$ cat src/hw/rtl/hrdt_pkg.sv
// ----------------------------------------------------------------------------
// hrdt_pkg
// Shared types, constants and helpers of the hover region dwell tracker.
// ----------------------------------------------------------------------------
package hrdt_pkg;

	localparam int MAX_REGIONS = 16;
	localparam int IDX_W       = (MAX_REGIONS > 1) ? $clog2(MAX_REGIONS) : 1;
	localparam int PADDR_W     = 3;
	localparam int PDATA_W     = 32;
	localparam int DELAY_W     = 16;
	localparam logic [DELAY_W-1:0] DELAY_RESET = 16'd500;

	localparam logic [1:0] CMD_REG   = 2'd0;
	localparam logic [1:0] CMD_CLEAR = 2'd1;
	localparam logic [1:0] CMD_TICK  = 2'd2;

	localparam logic ADDR_DELAY = 1'b0;

	typedef struct packed {
		logic [1:0]         cmd;
		logic [15:0]        window_id;
		logic signed [15:0] rect_x;
		logic signed [15:0] rect_y;
		logic [14:0]        rect_w;
		logic [14:0]        rect_h;
		logic signed [15:0] pointer_x;
		logic signed [15:0] pointer_y;
		logic [31:0]        time_ms;
	} req_t;

	typedef struct packed {
		logic        reg_ok;
		logic [3:0]  reg_slot;
		logic        hover_valid;
		logic [3:0]  hover_slot;
		logic        show_valid;
		logic [3:0]  show_slot;
		logic [15:0] show_window;
	} rsp_t;

	// result handed from cell to cell during a scan
	typedef struct packed {
		logic             valid;
		logic             match_ok;
		logic [IDX_W-1:0] match_idx;
		logic             free_ok;
		logic [IDX_W-1:0] free_idx;
		logic             hit_ok;
		logic [IDX_W-1:0] hit_idx;
		logic [15:0]      hit_window;
	} scan_t;

	// broadcast update to the cells
	typedef struct packed {
		logic             wr;
		logic             clr;
		logic [IDX_W-1:0] wr_slot;
	} ctl_t;

	function automatic logic [3:0] to_slot4(input logic [IDX_W-1:0] idx);
		logic [IDX_W+3:0] t;
		t = {4'b0, idx};
		return t[3:0];
	endfunction

endpackage

$ cat src/hw/rtl/hrdt_cell.sv
// ----------------------------------------------------------------------------
// hrdt_cell
// One table entry. Compares its region against the request and passes the
// running lowest-slot results on to the next cell.
// ----------------------------------------------------------------------------
module hrdt_cell (
	input  logic                       clk,
	input  logic                       arst_n,
	input  logic [hrdt_pkg::IDX_W-1:0] slot,
	input  hrdt_pkg::ctl_t             ctl,
	input  hrdt_pkg::req_t             req,
	input  hrdt_pkg::scan_t            s_in,
	output hrdt_pkg::scan_t            s_out
);

	logic               used_q;
	logic [15:0]        window_q;
	logic signed [15:0] left_q;
	logic signed [15:0] top_q;
	logic [14:0]        width_q;
	logic [14:0]        height_q;

	logic signed [16:0] px, py, lx, ty, rx, by;
	logic               same, inside_pt;
	hrdt_pkg::scan_t    s_d;

	always_comb begin
		px = 17'(req.pointer_x);
		py = 17'(req.pointer_y);
		lx = 17'(left_q);
		ty = 17'(top_q);
		rx = lx + $signed({2'b0, width_q});
		by = ty + $signed({2'b0, height_q});
		inside_pt = (px >= lx) && (px < rx) && (py >= ty) && (py < by);
		same = (window_q == req.window_id) && (left_q == req.rect_x) &&
			(top_q == req.rect_y) && (width_q == req.rect_w) &&
			(height_q == req.rect_h);

		s_d = s_in;
		if (used_q && same && !s_in.match_ok) begin
			s_d.match_ok  = 1'b1;
			s_d.match_idx = slot;
		end
		if (!used_q && !s_in.free_ok) begin
			s_d.free_ok  = 1'b1;
			s_d.free_idx = slot;
		end
		if (used_q && inside_pt && !s_in.hit_ok) begin
			s_d.hit_ok     = 1'b1;
			s_d.hit_idx    = slot;
			s_d.hit_window = window_q;
		end
	end

	always_ff @(posedge clk or negedge arst_n) begin
		if (!arst_n) begin
			used_q <= 1'b0;
			s_out  <= '0;
		end else begin
			s_out <= s_d;
			if (ctl.clr) begin
				used_q <= 1'b0;
			end else if (ctl.wr && ctl.wr_slot == slot) begin
				used_q <= 1'b1;
			end
		end
	end

	always_ff @(posedge clk) begin
		if (ctl.wr && ctl.wr_slot == slot) begin
			window_q <= req.window_id;
			left_q   <= req.rect_x;
			top_q    <= req.rect_y;
			width_q  <= req.rect_w;
			height_q <= req.rect_h;
		end
	end

endmodule

$ cat src/hw/rtl/hover_region_dwell_tracker_core.sv
// ----------------------------------------------------------------------------
// hover_region_dwell_tracker_core
// Region table with pointer hover and dwell tracking.
// ----------------------------------------------------------------------------
// A request (register, clear or tick) is taken when start is high and busy is
// low. It travels down a chain of MAX_REGIONS entry cells, one cell per cycle,
// and its single result appears on rsp, marked by done, which is high for one
// cycle; rsp holds it until the next result. busy is high from acceptance until
// the result cycle, so no new request is taken while one is in the chain.
// Results cannot be stalled. dwell_delay_ms sits at byte address 0 of the APB
// port.
module hover_region_dwell_tracker_core (
	input  logic                         clk,
	input  logic                         arst_n,
	input  logic                         start,
	output logic                         busy,
	input  hrdt_pkg::req_t               req,
	output logic                         done,
	output hrdt_pkg::rsp_t               rsp,
	input  logic                         psel,
	input  logic                         penable,
	input  logic                         pwrite,
	input  logic [hrdt_pkg::PADDR_W-1:0] paddr,
	input  logic [hrdt_pkg::PDATA_W-1:0] pwdata,
	output logic [hrdt_pkg::PDATA_W-1:0] prdata,
	output logic                         pready
);

	localparam int N = hrdt_pkg::MAX_REGIONS;

	logic                         busy_q, launch_q, done_q;
	hrdt_pkg::req_t               req_q;
	logic [hrdt_pkg::DELAY_W-1:0] delay_q;

	logic                         reg_ok_q;
	logic [hrdt_pkg::IDX_W-1:0]   reg_idx_q;
	logic                         hover_ok_q, shown_ok_q;
	logic [hrdt_pkg::IDX_W-1:0]   hover_idx_q, shown_idx_q;
	logic [31:0]                  hover_start_q;
	logic [15:0]                  show_win_q;

	hrdt_pkg::scan_t              chain [N+1];
	hrdt_pkg::scan_t              tail;
	hrdt_pkg::ctl_t               ctl;
	logic [N-1:0]                 chain_valid;

	logic                         reg_ok_d, hover_ok_d, shown_ok_d;
	logic [hrdt_pkg::IDX_W-1:0]   reg_idx_d, hover_idx_d, shown_idx_d;
	logic [31:0]                  hover_start_d, elapsed;
	logic [15:0]                  show_win_d;
	logic                         accept, cfg_wr;

	assign accept = start && !busy_q;
	assign busy   = busy_q;
	assign done   = done_q;
	assign pready = 1'b1;
	assign cfg_wr = psel && penable && pwrite && paddr[2] == hrdt_pkg::ADDR_DELAY;
	assign prdata = (paddr[2] == hrdt_pkg::ADDR_DELAY) ?
		{{(hrdt_pkg::PDATA_W-hrdt_pkg::DELAY_W){1'b0}}, delay_q} : '0;

	always_comb begin
		chain[0]       = '0;
		chain[0].valid = launch_q;
	end

	for (genvar i = 0; i < N; i++) begin : g_cell
		hrdt_cell u_cell (
			.clk    (clk),
			.arst_n (arst_n),
			.slot   (hrdt_pkg::IDX_W'(i)),
			.ctl    (ctl),
			.req    (req_q),
			.s_in   (chain[i]),
			.s_out  (chain[i+1])
		);
		assign chain_valid[i] = chain[i+1].valid;
	end

	assign tail    = chain[N];
	assign elapsed = req_q.time_ms - hover_start_q;

	always_comb begin
		ctl           = '0;
		reg_ok_d      = 1'b0;
		reg_idx_d     = '0;
		hover_ok_d    = hover_ok_q;
		hover_idx_d   = hover_idx_q;
		hover_start_d = hover_start_q;
		shown_ok_d    = shown_ok_q;
		shown_idx_d   = shown_idx_q;
		show_win_d    = show_win_q;
		case (req_q.cmd)
			hrdt_pkg::CMD_REG: begin
				if (tail.match_ok) begin
					reg_ok_d  = 1'b1;
					reg_idx_d = tail.match_idx;
				end else if (tail.free_ok) begin
					reg_ok_d    = 1'b1;
					reg_idx_d   = tail.free_idx;
					ctl.wr      = tail.valid;
					ctl.wr_slot = tail.free_idx;
				end
			end
			hrdt_pkg::CMD_CLEAR: begin
				ctl.clr       = tail.valid;
				hover_ok_d    = 1'b0;
				hover_idx_d   = '0;
				hover_start_d = '0;
				shown_ok_d    = 1'b0;
				shown_idx_d   = '0;
			end
			hrdt_pkg::CMD_TICK: begin
				if (tail.hit_ok != hover_ok_q ||
					(tail.hit_ok && tail.hit_idx != hover_idx_q)) begin
					hover_ok_d    = tail.hit_ok;
					hover_idx_d   = tail.hit_ok ? tail.hit_idx : '0;
					hover_start_d = req_q.time_ms;
					shown_ok_d    = 1'b0;
					shown_idx_d   = '0;
				end else if (tail.hit_ok) begin
					if (!shown_ok_q && elapsed >= {16'b0, delay_q}) begin
						shown_ok_d  = 1'b1;
						shown_idx_d = tail.hit_idx;
						show_win_d  = tail.hit_window;
					end
				end else begin
					shown_ok_d  = 1'b0;
					shown_idx_d = '0;
				end
			end
			default: begin
			end
		endcase
	end

	always_ff @(posedge clk or negedge arst_n) begin
		if (!arst_n) begin
			busy_q        <= 1'b0;
			launch_q      <= 1'b0;
			done_q        <= 1'b0;
			delay_q       <= hrdt_pkg::DELAY_RESET;
			reg_ok_q      <= 1'b0;
			reg_idx_q     <= '0;
			hover_ok_q    <= 1'b0;
			hover_idx_q   <= '0;
			hover_start_q <= '0;
			shown_ok_q    <= 1'b0;
			shown_idx_q   <= '0;
			show_win_q    <= '0;
		end else begin
			launch_q <= accept;
			done_q   <= tail.valid;
			if (cfg_wr) begin
				delay_q <= pwdata[hrdt_pkg::DELAY_W-1:0];
			end
			if (accept) begin
				busy_q <= 1'b1;
			end else if (tail.valid) begin
				busy_q <= 1'b0;
			end
			if (tail.valid) begin
				reg_ok_q      <= reg_ok_d;
				reg_idx_q     <= reg_idx_d;
				hover_ok_q    <= hover_ok_d;
				hover_idx_q   <= hover_idx_d;
				hover_start_q <= hover_start_d;
				shown_ok_q    <= shown_ok_d;
				shown_idx_q   <= shown_idx_d;
				show_win_q    <= show_win_d;
			end
		end
	end

	always_ff @(posedge clk) begin
		if (accept) begin
			req_q <= req;
		end
	end

	always_comb begin
		rsp.reg_ok      = reg_ok_q;
		rsp.reg_slot    = reg_ok_q ? hrdt_pkg::to_slot4(reg_idx_q) : 4'd0;
		rsp.hover_valid = hover_ok_q;
		rsp.hover_slot  = hover_ok_q ? hrdt_pkg::to_slot4(hover_idx_q) : 4'd0;
		rsp.show_valid  = shown_ok_q;
		rsp.show_slot   = shown_ok_q ? hrdt_pkg::to_slot4(shown_idx_q) : 4'd0;
		rsp.show_window = shown_ok_q ? show_win_q : 16'd0;
	end

	a_done_idle: assert property (@(posedge clk) disable iff (!arst_n)
		done_q |-> !busy_q)
		else $error("result strobe while still busy");

	a_tail_busy: assert property (@(posedge clk) disable iff (!arst_n)
		tail.valid |-> busy_q)
		else $error("scan finished with no request in flight");

	a_one_in_chain: assert property (@(posedge clk) disable iff (!arst_n)
		$onehot0({launch_q, chain_valid}))
		else $error("more than one request in the cell chain");

	a_show_hover: assert property (@(posedge clk) disable iff (!arst_n)
		shown_ok_q |-> (hover_ok_q && shown_idx_q == hover_idx_q))
		else $error("shown region differs from hovered region");

endmodule
$ cat config.mk
export PLATFORM = sky130hd
export DESIGN_NAME = hover_region_dwell_tracker_core
export DESIGN_NICKNAME = d
export VERILOG_FILES = /design/src/hw/rtl/hrdt_pkg.sv /design/src/hw/rtl/hrdt_cell.sv /design/src/hw/rtl/hover_region_dwell_tracker_core.sv
export SDC_FILE = /design/constraint.sdc
export NUM_CORES = 2
export LEC_CHECK = 0
export BUFFER_PORTS_ARGS = -buffer_cell sky130_fd_sc_hd__buf_2
export CAP_MARGIN = 20
export CORE_MARGIN = 3
export CORE_UTILIZATION = 45
export CTS_CLUSTER_DIAMETER = 200
export DETAILED_ROUTE_END_ITERATION = 10
export SLEW_MARGIN = 20
export SYNTH_ARGS = -nofsm -noshare
export SYNTH_HDL_FRONTEND = slang
export SYNTH_SLANG_ARGS = --single-unit
$ cat constraint.sdc
create_clock -name clk -period 8.83 [get_ports clk]
set_clock_uncertainty 0.1 [all_clocks]
set_input_delay 1.3245 -clock clk [delete_from_list [all_inputs] [get_ports clk]]
set_output_delay 1.3245 -clock clk [all_outputs]
set_load 0.1 [all_outputs]
==> metrics.cfg <==
[hold_path]
hp-start=g_cell[6].u_cell.s_out[31]$_DFF_PN0_
hold_depth=0
min_to=g_cell[7].u_cell.s_out[31]$_DFF_PN0_
worstHoldPathType=flip-flop to flip-flop

[synth]
synthArstFlopShare_pct=28.9
synth_ff_type=edfxtp_1
syn_area_mm2=0.122
yosysSeqAreaShare_pct=46.0
syn_inst=10709
synth_edf_count=1392
syn_area_per_cell_um2=11.4
ys_warn_count=0
synth-seq-cells=1957
yosys.cell_types.count=89

[finish]
layout.nets=12982
fillerInstances=23465
final_area_mm2=0.137
multi_input_area_mm2=0.0614
register_area_mm2=0.0559
areaGrowthSynthToFinish_pct=12.5
drive_above_1_share_pct=11.2

[cts]
clockRootBuffer=clkbuf_16
post-cts-setup-buffers=0
cts_max_level=4
ctsResizeCount=0
clock_sinks=1957
cts.path.max_buffers=4
cts_tree=done
clk_pin_slew_ns=0.06
cts_made_buffers=224
worstSkewPairLatency_ns=0.95
hold_buffers=0

[sta]
setup_violations=0
maxSlewHeadroom_pct=12.6
fin_crit_sh_pct=77.2
min_period_ns=6.81
fmax_mhz=147
drv_slew=0
worst_pin_slew_ns=1.30
finalSetupTns_ns=0
final_hold_viol_count=0
rsz0062_at_grt=no

[detailed_routing]
wl_um=536000
initialDrtViolationCount=13342
wl_per_cell_um=35.7
vias=96272
via_per_inst=6.41
firstDrtPassIters=6
drc_errors=0
ant_nets=0

[global_route]
grt_max_degree=146
grt_pass1_vias=91866
antenna_found_initial=79
grt_usage_pct=37.7
grt_pass1_wl_um=726000
grt_overflow=0

[pwr]
comb_power_share_pct=2.0
p_per_area_mw_per_mm2=146
ir_drop_uv=156
p_sw_uw=4480
p_clk_share_pct=48.8
pwr-share-seq_pct=49.2
power_leakage_uw=0.0591
switching_share_pct=22.4
p_int_uw=15500

[worst_setup_path]
cp_max_fo=20
critical_path_class=flip-flop to flip-flop
critPathRequiredTime_ns=9.49
crit_path_end_kind=flip-flop
r2r-end=g_cell[8].u_cell.s_out[3]$_DFF_PN0_
cp.arrival_ns=7.48
cp-start-kind=flip-flop
r2r_cells=21
r2r_setup_slack_ns=2.02
r2r_start=g_cell[8].u_cell.top_q[0]$_DFFE_PP_

[place]
place_area_mm2=0.129
dp_hpwl_um=376000
portBuffers=215
gp_congestion=0.995

[outcome]
outcome=complete, no violations

[floorplanning]
fp-row-count=190
pin_count=251
start_util_pct=45.3
core_area_mm2=0.268
die_height_um=526
dieArea_mm2=0.277
die_w_um=526

[job]
maxCapViolations=0

## worst max-delay path, stage by stage, from the launching register on
cell and delay (ns):
edfxtp_1 0.46, ha_1 0.26, fa_1 0.41, a21o_1 0.18, a21oi_1 0.21, o21bai_1 0.09, a21oi_1 0.23, nor2b_1 0.08
o21a_1 0.19, o31a_1 0.27, o211a_1 0.24, o21a_1 0.19, o21ai_0 0.24, o31ai_1 0.14, ha_1 0.30, a21oi_1 0.15
o22ai_1 0.09, or4_1 0.40, a2bb2oi_1 0.18, nor4_1 0.79, nor2b_2 1.03, mux2_2 0.43
## sequential cells by signal, summed over array words and instances (netlist names), 16 cells and up
register,cells
g_cell.u_cell.width_q,240
g_cell.u_cell.height_q,240
g_cell.u_cell.top_q,256
g_cell.u_cell.used_q,16
g_cell.u_cell.s_out,467
g_cell.u_cell.window_q,256
g_cell.u_cell.left_q,256
hover_start_q,32
show_win_q,16
delay_q,16
req_q,144
## synth_stat cells (209+ instances only)
cell type	n	area (um^2)
nand3_1	209	1050
a21oi_1	432	2160
mux2_2	260	2930
xor2_1	743	6510
xnor2_1	507	4440
nand2b_1	246	1540
nand4_1	245	1530
o22ai_1	212	1330
inv_1	913	3430
nor4_1	209	1310
dfrtp_1	559	14000
edfxtp_1	1392	41800
o21ai_0	426	2130
nor2_1	458	1720
ha_1	1554	19400
a21o_1	276	2070
## power groups by stage
stage	logic, uW	clock network, uW	registers, uW
5_1_grt	427	10200	9820
3_5_place_dp	393	0	10000
3_3_place_gp	385	0	10000
2_1_floorplan	239	0	10000
6_report	391	9750	9820
4_1_cts	395	9790	9820
## layer usage
metal / wire, um / global-route usage (%) / vias to the layer above
li1: - / - / 40696
met1: 203000 / 48.1 / 47499
met2: 230000 / 56.7 / 6387
met3: 58900 / 8.38 / 1682
met4: 44700 / 26.3 / 8
met5: 63 / 0 / -
## through the flow
| stage | worst slack, ns | util (%) | std cells | power (uW) | hold WS (ns) |
|---|---|---|---|---|---|
| finish | 2.02 | 51.0 | 15015 | 20000 | 0.242 |
| global route | 1.75 | 50.9 | 14960 | 20400 | 0.250 |
| CTS | 2.10 | 50.9 | 14954 | 20000 | 0.246 |
| detailed placement | 2.14 | 48.1 | 14535 | 10400 | 0.237 |
| global placement | 2.17 | 48.1 | 14534 | 10400 | 0.236 |
| floorplan | 0.364 | - | 10724 | 10200 | 0.231 |
## how the worst max path moves through the flow
stage,from,slack [ns],to
3_3_place_gp,g_cell[8].u_cell.top_q[0]$_DFFE_PP_,2.17,g_cell[8].u_cell.s_out[8]$_DFF_PN0_
3_5_place_dp,g_cell[8].u_cell.top_q[0]$_DFFE_PP_,2.14,g_cell[8].u_cell.s_out[13]$_DFF_PN0_
4_1_cts,g_cell[8].u_cell.top_q[0]$_DFFE_PP_,2.10,g_cell[8].u_cell.s_out[13]$_DFF_PN0_
5_1_grt,g_cell[8].u_cell.top_q[0]$_DFFE_PP_,1.75,g_cell[8].u_cell.s_out[1]$_DFF_PN0_
6_report,g_cell[8].u_cell.top_q[0]$_DFFE_PP_,2.02,g_cell[8].u_cell.s_out[3]$_DFF_PN0_
2_1_floorplan,start,0.36,launch_q$_DFF_PN0_
## cell families after synthesis
group                    synth area share, %
AND/OR/NAND/NOR                         10.0
AO/OA/AOI/OAI                           12.3
flip-flops                              46.0
adder cells (fa/ha/maj)                 16.5
XOR/XNOR                                9.00
buffers and inverters                   3.69
multiplexers                            2.52
other                                0.00617
## final cells by class
class                           count  share of cell area, %
Antenna cell                       60                  0.110
Clock buffer                      299                   4.67
Clock inverter                    120                  0.860
Inverter                          927                   2.54
Multi-Input combinational cell   7606                   44.9
Sequential cell                  1957                   40.9
Tap cell                         3552                   3.25
Timing Repair Buffer              494                   2.77
## cell usage in the layout, fill, tap and decap left out, drive strengths merged, types with 276 or more instances in the layout
cell type     n
ha         1554
edfxtp     1392
inv         931
xor2        743
dfrtp       559
xnor2       507
buf         494
nor2        458
o21ai       434
a21oi       432
clkbuf      299
a21o        276
Power figures use the tool's default switching activity.
